File: src/pdc_pkg.sv
// ----------------------------------------------------------------------------
// pdc_pkg - shared types and constants of the arm preset PD controller
// Operation and command codes, register indexes, reset values and limits.
// ----------------------------------------------------------------------------
package pdc_pkg;

	localparam int NUM_PRESETS = 3;
	localparam int DRIVE_LIMIT = 100;

	localparam int CFG_IDX_W = 3;
	localparam int CFG_DATA_W = 16;
	localparam int S_TDATA_W = 24;
	localparam int M_TDATA_W = 32;

	typedef enum logic [2:0] {
		OP_TICK    = 3'd0,
		OP_UP      = 3'd1,
		OP_DOWN    = 3'd2,
		OP_RELEASE = 3'd3,
		OP_MODE    = 3'd4
	} op_e;

	typedef enum logic [1:0] {
		CMD_NONE = 2'd0,
		CMD_SPIN = 2'd1,
		CMD_HOLD = 2'd2
	} cmd_e;

	typedef enum logic [CFG_IDX_W-1:0] {
		REG_PROP_GAIN   = 3'd0,
		REG_DERIV_GAIN  = 3'd1,
		REG_PRESET_LOW  = 3'd2,
		REG_PRESET_MID  = 3'd3,
		REG_PRESET_HIGH = 3'd4
	} reg_e;

	localparam logic [15:0] PROP_GAIN_RST   = 16'd128;
	localparam logic [15:0] DERIV_GAIN_RST  = 16'd0;
	localparam logic [15:0] PRESET_LOW_RST  = 16'd0;
	localparam logic [15:0] PRESET_MID_RST  = 16'd1368;
	localparam logic [15:0] PRESET_HIGH_RST = 16'd6720;

	localparam logic [1:0] PRESET_MAX = 2'(NUM_PRESETS - 1);
	localparam logic signed [7:0] DRIVE_POS = 8'(DRIVE_LIMIT);
	localparam logic signed [7:0] DRIVE_NEG = 8'(-DRIVE_LIMIT);
	localparam logic signed [23:0] DRIVE_LIM_HI = 24'(DRIVE_LIMIT);
	localparam logic signed [23:0] DRIVE_LIM_LO = 24'(-DRIVE_LIMIT);

	typedef logic [NUM_PRESETS-1:0][15:0] preset_arr_t;

	typedef struct packed {
		cmd_e               cmd;
		logic               law;
		logic signed [7:0]  pct;
		logic signed [15:0] target;
		logic [1:0]         idx;
		logic               auto_on;
	} step_t;

endpackage

File: src/pdc_step.sv
// ----------------------------------------------------------------------------
// pdc_step - mode, preset and error stage
// Decodes one word, updates mode, preset and error state, registers the
// error terms and the result fields for the control law stage.
// ----------------------------------------------------------------------------
module pdc_step (
	input  logic                       clk,
	input  logic                       arst_n,
	input  logic                       fire,
	input  logic [2:0]                 operation,
	input  logic signed [15:0]         measured_angle,
	input  pdc_pkg::preset_arr_t       presets,
	output pdc_pkg::step_t             step_s2,
	output logic signed [16:0]         err_s2,
	output logic signed [17:0]         diff_s2
);
	import pdc_pkg::*;

	logic               auto_q;
	logic [1:0]         sel_q;
	logic signed [15:0] target_q;
	logic signed [16:0] last_err_q;

	logic               nxt_auto;
	logic [1:0]         nxt_sel;
	logic signed [15:0] nxt_target;
	logic signed [16:0] err;
	logic signed [17:0] diff;
	step_t              step;

	always_comb begin
		nxt_auto   = auto_q;
		nxt_sel    = sel_q;
		nxt_target = target_q;
		step.cmd   = CMD_NONE;
		step.law   = 1'b0;
		step.pct   = '0;
		err  = {target_q[15], target_q} - {measured_angle[15], measured_angle};
		diff = {err[16], err} - {last_err_q[16], last_err_q};
		case (operation)
			OP_TICK: begin
				if (auto_q) begin
					step.cmd = CMD_SPIN;
					step.law = 1'b1;
				end
			end
			OP_UP: begin
				if (auto_q) begin
					if (sel_q < PRESET_MAX) begin
						nxt_sel    = sel_q + 2'd1;
						nxt_target = presets[nxt_sel];
					end
				end else begin
					step.cmd = CMD_SPIN;
					step.pct = DRIVE_POS;
				end
			end
			OP_DOWN: begin
				if (auto_q) begin
					if (sel_q != 2'd0) begin
						nxt_sel    = sel_q - 2'd1;
						nxt_target = presets[nxt_sel];
					end
				end else begin
					step.cmd = CMD_SPIN;
					step.pct = DRIVE_NEG;
				end
			end
			OP_RELEASE: begin
				if (!auto_q) step.cmd = CMD_HOLD;
			end
			OP_MODE: begin
				nxt_auto = ~auto_q;
				if (!auto_q) begin
					nxt_sel    = 2'd0;
					nxt_target = presets[0];
				end
			end
			default: ;
		endcase
		step.target  = nxt_target;
		step.idx     = nxt_sel;
		step.auto_on = nxt_auto;
	end

	always_ff @(posedge clk or negedge arst_n) begin
		if (!arst_n) begin
			auto_q     <= 1'b1;
			sel_q      <= 2'd0;
			target_q   <= '0;
			last_err_q <= '0;
		end else if (fire) begin
			auto_q   <= nxt_auto;
			sel_q    <= nxt_sel;
			target_q <= nxt_target;
			if (operation == OP_TICK) last_err_q <= err;
		end
	end

	always_ff @(posedge clk) begin
		if (fire) begin
			step_s2 <= step;
			err_s2  <= err;
			diff_s2 <= diff;
		end
	end

endmodule

File: src/pdc_law.sv
// ----------------------------------------------------------------------------
// pdc_law - PD control law
// Registers the gain products, then sums, scales by 1/4096 with floor and
// saturates to the drive limit; manual and non-spin steps bypass the law.
// ----------------------------------------------------------------------------
module pdc_law (
	input  logic                clk,
	input  logic                load,
	input  logic [15:0]         prop_gain,
	input  logic [15:0]         deriv_gain,
	input  pdc_pkg::step_t      step_s2,
	input  logic signed [16:0]  err_s2,
	input  logic signed [17:0]  diff_s2,
	output pdc_pkg::step_t      step_s3,
	output logic signed [7:0]   drive_pct
);
	import pdc_pkg::*;

	logic signed [16:0] kp;
	logic signed [16:0] kd;
	logic signed [33:0] prod_p_s3;
	logic signed [34:0] prod_d_s3;
	logic signed [35:0] sum;
	logic signed [23:0] q;
	logic signed [7:0]  law_pct;

	assign kp = {1'b0, prop_gain};
	assign kd = {1'b0, deriv_gain};

	always_ff @(posedge clk) begin
		if (load) begin
			prod_p_s3 <= 34'(kp) * 34'(err_s2);
			prod_d_s3 <= 35'(kd) * 35'(diff_s2);
			step_s3   <= step_s2;
		end
	end

	always_comb begin
		sum = {{2{prod_p_s3[33]}}, prod_p_s3} + {prod_d_s3[34], prod_d_s3};
		q   = sum[35:12];
		if (q > DRIVE_LIM_HI)
			law_pct = DRIVE_POS;
		else if (q < DRIVE_LIM_LO)
			law_pct = DRIVE_NEG;
		else
			law_pct = q[7:0];
		if (step_s3.cmd != CMD_SPIN)
			drive_pct = '0;
		else if (step_s3.law)
			drive_pct = law_pct;
		else
			drive_pct = step_s3.pct;
	end

endmodule

File: src/preset_arm_pd_controller.sv
// ----------------------------------------------------------------------------
// preset_arm_pd_controller - arm position controller with preset targets
//
//   channel   dir  handshake               word
//   s_axis    in   s_tvalid / s_tready     operation, measured_angle
//   m_axis    out  m_tvalid / m_tready     command, percent, target, index, mode
//   cfg       in   cfg_valid / cfg_ready   register index, 16-bit value
//
// One word per cycle while m_tready does not stall the output; the result passes
// the input register, mode/error stage, product register and result register.
// Reset returns mode, preset, target, error history and gains to defaults.
// Each stage advances whenever the one after it is empty or moving, so a
// stall on the output fills the empty stages before the input backs up.
// ----------------------------------------------------------------------------
module preset_arm_pd_controller (
	input  logic                                  clk,
	input  logic                                  arst_n,
	input  logic                                  s_tvalid,
	output logic                                  s_tready,
	// [2:0] operation, [18:3] measured_angle
	input  logic [pdc_pkg::S_TDATA_W-1:0]         s_tdata,
	output logic                                  m_tvalid,
	input  logic                                  m_tready,
	// [1:0] drive_command, [9:2] drive_percent, [25:10] target_angle,
	// [27:26] preset_index, [28] auto_mode
	output logic [pdc_pkg::M_TDATA_W-1:0]         m_tdata,
	input  logic                                  cfg_valid,
	output logic                                  cfg_ready,
	input  logic [pdc_pkg::CFG_IDX_W-1:0]         cfg_index,
	input  logic [pdc_pkg::CFG_DATA_W-1:0]        cfg_data
);
	import pdc_pkg::*;

	logic [15:0]        prop_gain_q;
	logic [15:0]        deriv_gain_q;
	preset_arr_t        presets_q;

	logic               v1_q, v2_q, v3_q, ov_q;
	logic               rdy1, rdy2, rdy3, rdy_out;
	logic [2:0]         op_s1;
	logic signed [15:0] angle_s1;

	step_t              step_s2;
	step_t              step_s3;
	logic signed [16:0] err_s2;
	logic signed [17:0] diff_s2;
	logic signed [7:0]  drive_pct;
	logic [M_TDATA_W-1:0] out_q;

	assign cfg_ready = 1'b1;

	always_ff @(posedge clk or negedge arst_n) begin
		if (!arst_n) begin
			prop_gain_q  <= PROP_GAIN_RST;
			deriv_gain_q <= DERIV_GAIN_RST;
			presets_q[0] <= PRESET_LOW_RST;
			presets_q[1] <= PRESET_MID_RST;
			presets_q[2] <= PRESET_HIGH_RST;
		end else if (cfg_valid) begin
			unique case (cfg_index)
				REG_PROP_GAIN:   prop_gain_q  <= cfg_data;
				REG_DERIV_GAIN:  deriv_gain_q <= cfg_data;
				REG_PRESET_LOW:  presets_q[0] <= cfg_data;
				REG_PRESET_MID:  presets_q[1] <= cfg_data;
				REG_PRESET_HIGH: presets_q[2] <= cfg_data;
				default: ;
			endcase
		end
	end

	assign rdy_out  = !ov_q || m_tready;
	assign rdy3     = !v3_q || rdy_out;
	assign rdy2     = !v2_q || rdy3;
	assign rdy1     = !v1_q || rdy2;
	assign s_tready = rdy1;

	always_ff @(posedge clk or negedge arst_n) begin
		if (!arst_n) begin
			v1_q <= 1'b0;
			v2_q <= 1'b0;
			v3_q <= 1'b0;
			ov_q <= 1'b0;
		end else begin
			if (rdy1)    v1_q <= s_tvalid;
			if (rdy2)    v2_q <= v1_q;
			if (rdy3)    v3_q <= v2_q;
			if (rdy_out) ov_q <= v3_q;
		end
	end

	always_ff @(posedge clk) begin
		if (rdy1 && s_tvalid) begin
			op_s1    <= s_tdata[2:0];
			angle_s1 <= s_tdata[18:3];
		end
	end

	pdc_step u_step (
		.clk            (clk),
		.arst_n         (arst_n),
		.fire           (v1_q && rdy2),
		.operation      (op_s1),
		.measured_angle (angle_s1),
		.presets        (presets_q),
		.step_s2        (step_s2),
		.err_s2         (err_s2),
		.diff_s2        (diff_s2)
	);

	pdc_law u_law (
		.clk        (clk),
		.load       (v2_q && rdy3),
		.prop_gain  (prop_gain_q),
		.deriv_gain (deriv_gain_q),
		.step_s2    (step_s2),
		.err_s2     (err_s2),
		.diff_s2    (diff_s2),
		.step_s3    (step_s3),
		.drive_pct  (drive_pct)
	);

	always_ff @(posedge clk) begin
		if (rdy_out && v3_q) begin
			out_q <= {3'b000, step_s3.auto_on, step_s3.idx, step_s3.target,
				drive_pct, step_s3.cmd};
		end
	end

	assign m_tvalid = ov_q;
	assign m_tdata  = out_q;

endmodule
File: config.mk
export PLATFORM = sky130hd
export DESIGN_NAME = preset_arm_pd_controller
export DESIGN_NICKNAME = d
export VERILOG_FILES = /design/src/pdc_pkg.sv /design/src/pdc_step.sv /design/src/pdc_law.sv /design/src/preset_arm_pd_controller.sv
export SDC_FILE = /design/constraint.sdc
export NUM_CORES = 2
export LEC_CHECK = 0
export ABC_AREA = 0
export ABC_CLOCK_PERIOD_IN_PS = 12700
export BUFFER_PORTS_ARGS = -buffer_cell sky130_fd_sc_hd__buf_2
export CAP_MARGIN = 20
export CORE_MARGIN = 3
export CORE_UTILIZATION = 40
export DETAILED_ROUTE_END_ITERATION = 16
export PLACE_DENSITY_LB_ADDON = 0.12
export SLEW_MARGIN = 5
export SYNTH_ARGS = -nofsm -noshare
export SYNTH_HDL_FRONTEND = slang
export SYNTH_HIERARCHICAL = 1
export SYNTH_SLANG_ARGS = --single-unit
File: constraint.sdc
create_clock -name clk -period 12.7 [get_ports clk]
set_input_delay 1.27 -clock clk [delete_from_list [all_inputs] [get_ports clk]]
set_output_delay 1.27 -clock clk [all_outputs]
set_load 0.03 [all_outputs]
# == Word level (Yosys, flattened, before mapping) ==
# Index checks and enable logic that the tools add are counted.
# totals
reg_bits,332
latchBits,0
mem_bits_rw,0
mem_bits_ro,0
input_bits,48
output_inout_bits,35
word_cells,104
memories,0
# op_classes
addsub,5
mul,2
n_div,0
order_cmp,5
eq_ne,9
shift,0
muxes,27
bitwise,1
n_reduce_logical,22
# ops
op,count
16-bit two-way mux,7
16-bit binary-select mux with 2-bit select,2
16-bit case mux with 3 select lines,1
34-bit by 35-bit adder with 36-bit output,1
17-bit by 18-bit multiplier with 35-bit output,1
17-bit by 17-bit multiplier with 34-bit output,1
8-bit two-way mux,4
"24-bit by 8-bit greater-than comparator with 1-bit output, second input constant",1
"24-bit by 8-bit < comparator with 1-bit output, second input constant",1
17-bit by 17-bit subtractor with 18-bit output,1
16-bit by 16-bit subtractor with 17-bit output,1
8-bit case mux with 2 select lines,1
2-bit two-way mux,7
"3-bit by 2-bit == test with 1-bit output, second input constant",4
2-bit case mux with 3 select lines,2
2-bit AND reduction,6
7-bit two-way mux,1
"3-bit by 1-bit == test with 1-bit output, second input constant",2
"3-bit == test, second input constant",2
3-bit logical NOT,2
"2-bit by 3-bit < comparator with 1-bit output, second input constant",2
1-bit logical AND,4
1-bit logical NOT,4
1-bit logical OR,4
other kinds (8),9

# == Logic depth before layout (Yosys ltp) ==
# depth
ltp_word,6
ltp_mapped,26

# == Cells and area by module ==
# The synthesis kept the hierarchy.
# modules_own_cells
mod,n_inst,cells_per_inst,area_per_inst_um2,seq_area_each_um2
pdc_law,1,2726,25355.6,2972.9
pdc_step,1,705,6568.8,2703.8
preset_arm_pd_controller,1,243,4745.8,3555.9

# == Least setup slack after synthesis ==
# OpenSTA, ideal clock, no wires.
# synth_timing
kind,register to register
startpoint,register prop_gain_q[7]
endpoint,register u_law.prod_p_s3[33] (data pin)
arrival_ns,6.350
setup_slack_ns,6.090
stages_incl_launch_ff,25
n_path_buf,1
synth_period_minus_slack_ns,6.610
path_cell_list,dfstp_2 > clkbuf_1 > and2_1 > fa_1 > inv_1 > fa_1 > fa_1 > fa_1 > inv_1 > fa_1 > inv_1 > fa_1 > inv_1 > ha_1 > a21o_1 > a21o_1 > a211o_1 > a21oi_1 > o31ai_1 > a221o_1 > a41oi_1 > a21oi_1 > a21o_1 > a21oi_1 > xnor2_1
# synth_via
elab_chain_cells,1
# synth_lines
item,line,text
from (decl),preset_arm_pd_controller.sv:34,logic [15:0] prop_gain_q;
from (signal assigned),preset_arm_pd_controller.sv:61,REG_PROP_GAIN: prop_gain_q <= cfg_data;
17-bit by 17-bit multiplier with 34-bit output,pdc_law.sv:32,prod_p_s3 <= 34'(kp) * 34'(err_s2);
to (signal assigned),pdc_law.sv:32,
to (decl),pdc_law.sv:21,logic signed [33:0] prod_p_s3;
# Every way passes these cells.
# A chain may end at the register's enable or synchronous reset.

# == Worst setup path after layout ==
# layout_timing
startpoint,register u_step.diff_s2[17]
endpoint,register u_law.prod_d_s3[34] (data pin)
# layout_via
elab_chain_cells,1
# layout_lines
item,line,text
from (decl),pdc_step.sv:15,output logic signed [17:0] diff_s2
from (signal assigned),pdc_step.sv:104,diff_s2 <= diff;
17-bit by 18-bit multiplier with 35-bit output,pdc_law.sv:33,prod_d_s3 <= 35'(kd) * 35'(diff_s2);
to (signal assigned),pdc_law.sv:33,
to (decl),pdc_law.sv:22,logic signed [34:0] prod_d_s3;
# Every way passes these cells.

==> results by group <==
Synthesis
  – Share of the synthesized area in the top cell type: 27.5%
  – Seq/Total Area, Yosys: 25.2%
  – Count of cell types in the netlist: approximately 90
  – Post-synthesis cell area: about 0.037 sq mm
  – Mapped Cells: 3674
  – Syn_area_per_cell: ~10 sq um
  – FFs w/ async S/R, synth: a little under two fifths
  – EDFF count, synth: between 200 and 250
  – Synth area leader: fa_1
  – Synthesized flop and latch total: 327
  – Yosys warning count: 6
  – Main area contributors after synthesis: fa_1 28%, edfxtp_1 17%, ha_1 9.8%, inv_1 7.5%, dfrtp_1 7.4%
  – Post-synth top flop: edfxtp_1

Drt
  – Metal-1 WL: approximately 43 mm
  – DR WL/cell: just under 20 microns
  – Drt pass-1 iters: 5
  – DRC violation count after routing: 0
  – Drt via density: between 5 and 6
  – Starting DRT DRC Count: 1436
  – Met3 wire length: around 3.3 mm
  – Final ANT Viol Nets: 0
  – Met2 WL post-DR: ~47 mm
  – Via count: between 20000 and 25000
  – Post-Route WL: around 95 mm
  – DR top layer: met4

Worst hold path
  – Hold Path Depth: 0
  – Worst hold start: u_step/step_s2[1]$_DFFE_PP_
  – Hold endpoint: u_law/step_s3[1]$_DFFE_PP_
  – Hold crit path type: register to register

Global routing
  – GRT Residual Overflow: 0
  – GRT Resource Usage Total: between 20% and 30%
  – Vias in the first global route: roughly 26000
  – First-pass GRT wire length: approximately 150 mm
  – Largest net degree at the start of global routing: 69
  – Initial antenna violation count: 0

STA
  – Setup Skew: 32.1 ps
  – Tcrit/Tclk final: between 50% and 60%
  – Final slew viol count: 0
  – Fmax: 134 MHz
  – Setup violations, final: 0
  – Final Hold Vio Count: 0
  – Hold WS: 412 ps
  – Fin Setup TNS: 0 ps
  – Post-route setup slack: ~5300 ps
  – RSZ-0062 raised after global routing: no
  – Slew @ Worst Pin: ~1100 ps
  – Minimum clock period: 7450 ps
  – Relative slew slack: between 20% and 30%

Worst setup path
  – Worst stage delay on the critical path: roughly 680 ps
  – Worst EP arrival: ~7800 ps
  – Critical Path Slowest Stage Cell: fa_1
  – Most frequent cell on the critical path: fa_1
  – Critical path class: register to register
  – CP startpoint: u_step/diff_s2[17]$_DFFE_PP_
  – R2R Path Start: u_step/diff_s2[17]$_DFFE_PP_
  – Startpoint Class: register
  – CP Capture Type: register
  – Critical path fanouts, max: 16
  – Reg-to-reg slack, setup: 5250 ps
  – Crit path cell chain: and2_1, fa_1, inv_1, fa_1, inv_1, fa_1, fa_1, fa_1, inv_1, fa_1, inv_1, ha_1, nand2_1, nand2b_1, a21o_1, or3_1, nor3_1, nor3_1, o31a_1, a221o_1, a21oi_1, xnor2_1
  – Reg2Reg Depth: 22
  – FF-to-FF End: u_law/prod_d_s3[34]$_DFFE_PP_
  – Critical path required time: about 13000 ps

Clock network
  – Worst-path clk slew: about 60 ps
  – Clk Latency, worst-skew pair: approximately 580 ps
  – Clock Path Buffers: 3
  – TritonCTS clock tree: done
  – Postcts setup bufs: 0
  – Total CTS buffers: 39
  – Post-CTS Hold Fix Bufs: 0
  – Resize count post-CTS: 0
  – Clock Tree Root: clkbuf_16
  – # H-tree levels: 2
  – TritonCTS Sinks: between 300 and 400

Flow run
  – Max-Cap Viols: 0

Die
  – Placeable Area: 0.0904 sq mm
  – Die height: about 300 microns
  – Rows: 110
  – DIE AREA: 0.0953 sq mm
  – Chip width: around 300 microns
  – Initial Utilization: 40.6%
  – Ports: slightly above 80

Layout
  – Share of cells above drive strength 1: 8.64%
  – Nets: around 4500
  – Area delta synth->final: 7.87%

Placement
  – Pre-CTS WS: roughly 5300 ps
  – Port buffer count: 73
  – Gpl congestion: between 0.8 and 0.9
  – HPWL after DPL: 73.2 mm

Status
  – Run status: completed
-- metal layers --
metal  vias to the layer above  GRT usage (%)
met5                         -              0
met4                         0           3.49
met1                     12595           27.9
met2                       440           35.6
met3                        84           2.40
li1                      11741              -
-- layout make-up --
cell class,instances,area (sq um)
fill,8746,50900
multi-input combinational,2476,24100
sequential,327,9230
inverter,737,2770
tap,1176,1470
clock buffer,44,1010
timing repair buffer,113,676
clock inverter,28,319
antenna,3,7.51
-- sequential cells by signal, summed over array words and instances (netlist names) --
| signal | count |
|---|---|
| deriv_gain_q | 16 |
| presets_q | 48 |
| u_step/sel_q | 2 |
| u_law/prod_d_s3 | 35 |
| u_step/err_s2 | 17 |
| u_step/last_err_q | 17 |
| m_tdata | 29 |
| u_step/auto_q | 1 |
| v1_q | 1 |
| u_step/step_s2 | 25 |
| angle_s1 | 16 |
| m_tvalid | 1 |
| op_s1 | 3 |
| v3_q | 1 |
| u_step/diff_s2 | 18 |
| u_law/step_s3 | 30 |
| prop_gain_q | 16 |
| u_step/target_q | 16 |
| v2_q | 1 |
| u_law/prod_p_s3 | 34 |
-- cell usage after synthesis, drive strengths merged (5+ instances only) --
master    n
inv     737
fa      504
nand2   378
and2    289
ha      287
edfxtp  207
a21oi   145
dfrtp   109
nor2    108
clkbuf  101
mux2     95
o21ai    92
xnor2    80
a21o     64
buf      36
nand3    35
xor2     32
nor3     31
nor2b    30
a211oi   25
nand2b   25
a221oi   21
a31oi    21
mux2i    19
and3     17
o21a     17
dfstp    11
nand4    11
o31a     10
a21boi    9
o211ai    9
o22ai     9
or3       9
o21bai    8
o31ai     8
or2       8
nand3b    5
nor3b     5
-- stage by stage --
stage / instances / area (sq um) / util (%)
finish: 4904 / 39600 / 43.7
detailed placement: 4828 / 38200 / 42.2
global placement: 4828 / 38200 / 42.2
global route: 4901 / 39500 / 43.7
floorplan: 3677 / 36700 / -
CTS: 4900 / 39500 / 43.7
-- placed cells by master (no fill, tap or decap), types with 7 or more instances in the layout --
cell type     n
a21o_1       64
buf_2        72
a211oi_1     23
a31oi_1      21
nand4_1      11
xor2_1       32
nand3_1      35
and2_1      286
a21boi_0      7
o21a_1       17
o21ai_0      85
inv_1       737
mux2_2       94
nor2b_1      28
or2_2         7
nor2_1      107
o211ai_1      9
fa_1        504
clkinvlp_4    7
ha_1        287
a221oi_1     11
nor3_1       31
nand2b_1     25
buf_4        40
a21oi_1     145
nand2_1     378
clkbuf_16    39
and3_1       17
dfstp_2      11
dfrtp_1     109
o31a_1       10
o21bai_1      8
edfxtp_1    207
mux2i_1      19
o22ai_1       9
xnor2_1      80
o31ai_1       8
or3_1         9
a221oi_2     10
clkinv_2      7
-- worst max-delay path by stage --
stage,endpoint,depth (start not counted)
2_1_floorplan,u_law/prod_p_s3[33]$_DFFE_PP_,24
3_3_place_gp,u_law/prod_p_s3[33]$_DFFE_PP_,23
3_5_place_dp,u_law/prod_d_s3[34]$_DFFE_PP_,23
4_1_cts,u_law/prod_p_s3[33]$_DFFE_PP_,23
5_1_grt,u_law/prod_p_s3[33]$_DFFE_PP_,23
6_report,u_law/prod_d_s3[34]$_DFFE_PP_,22
-- worst max-delay path: cells and delay by family (launching register included) --
kind / cells / cell delay, ps
and+or+nand+nor: 6 / 1320
AOI/OAI and AO/OA: 4 / 1100
buffers and inverters: 4 / 320
xor gates and xnor gates: 1 / 110
DFF: 1 / 670
adders and majority gates: 7 / 3650
-- cells by family (layout without fill, tap and decap cells) --
logic type	count (synthesis)	count (layout)	share of synthesized area, %
other	3	9	0.0307
AO/OA/AOI/OAI	471	471	8.49
XOR/XNOR	112	112	2.68
flip-flops	327	327	25.2
multiplexers	114	114	3.45
buffers and inverters	874	922	9.29
AND/OR/NAND/NOR	982	982	13.6
adder cells (fa/ha/maj)	791	791	37.3
Power is left out: the tool's default activity adds up to more than one toggle a clock period on the data nets, which glitch-free logic cannot reach.
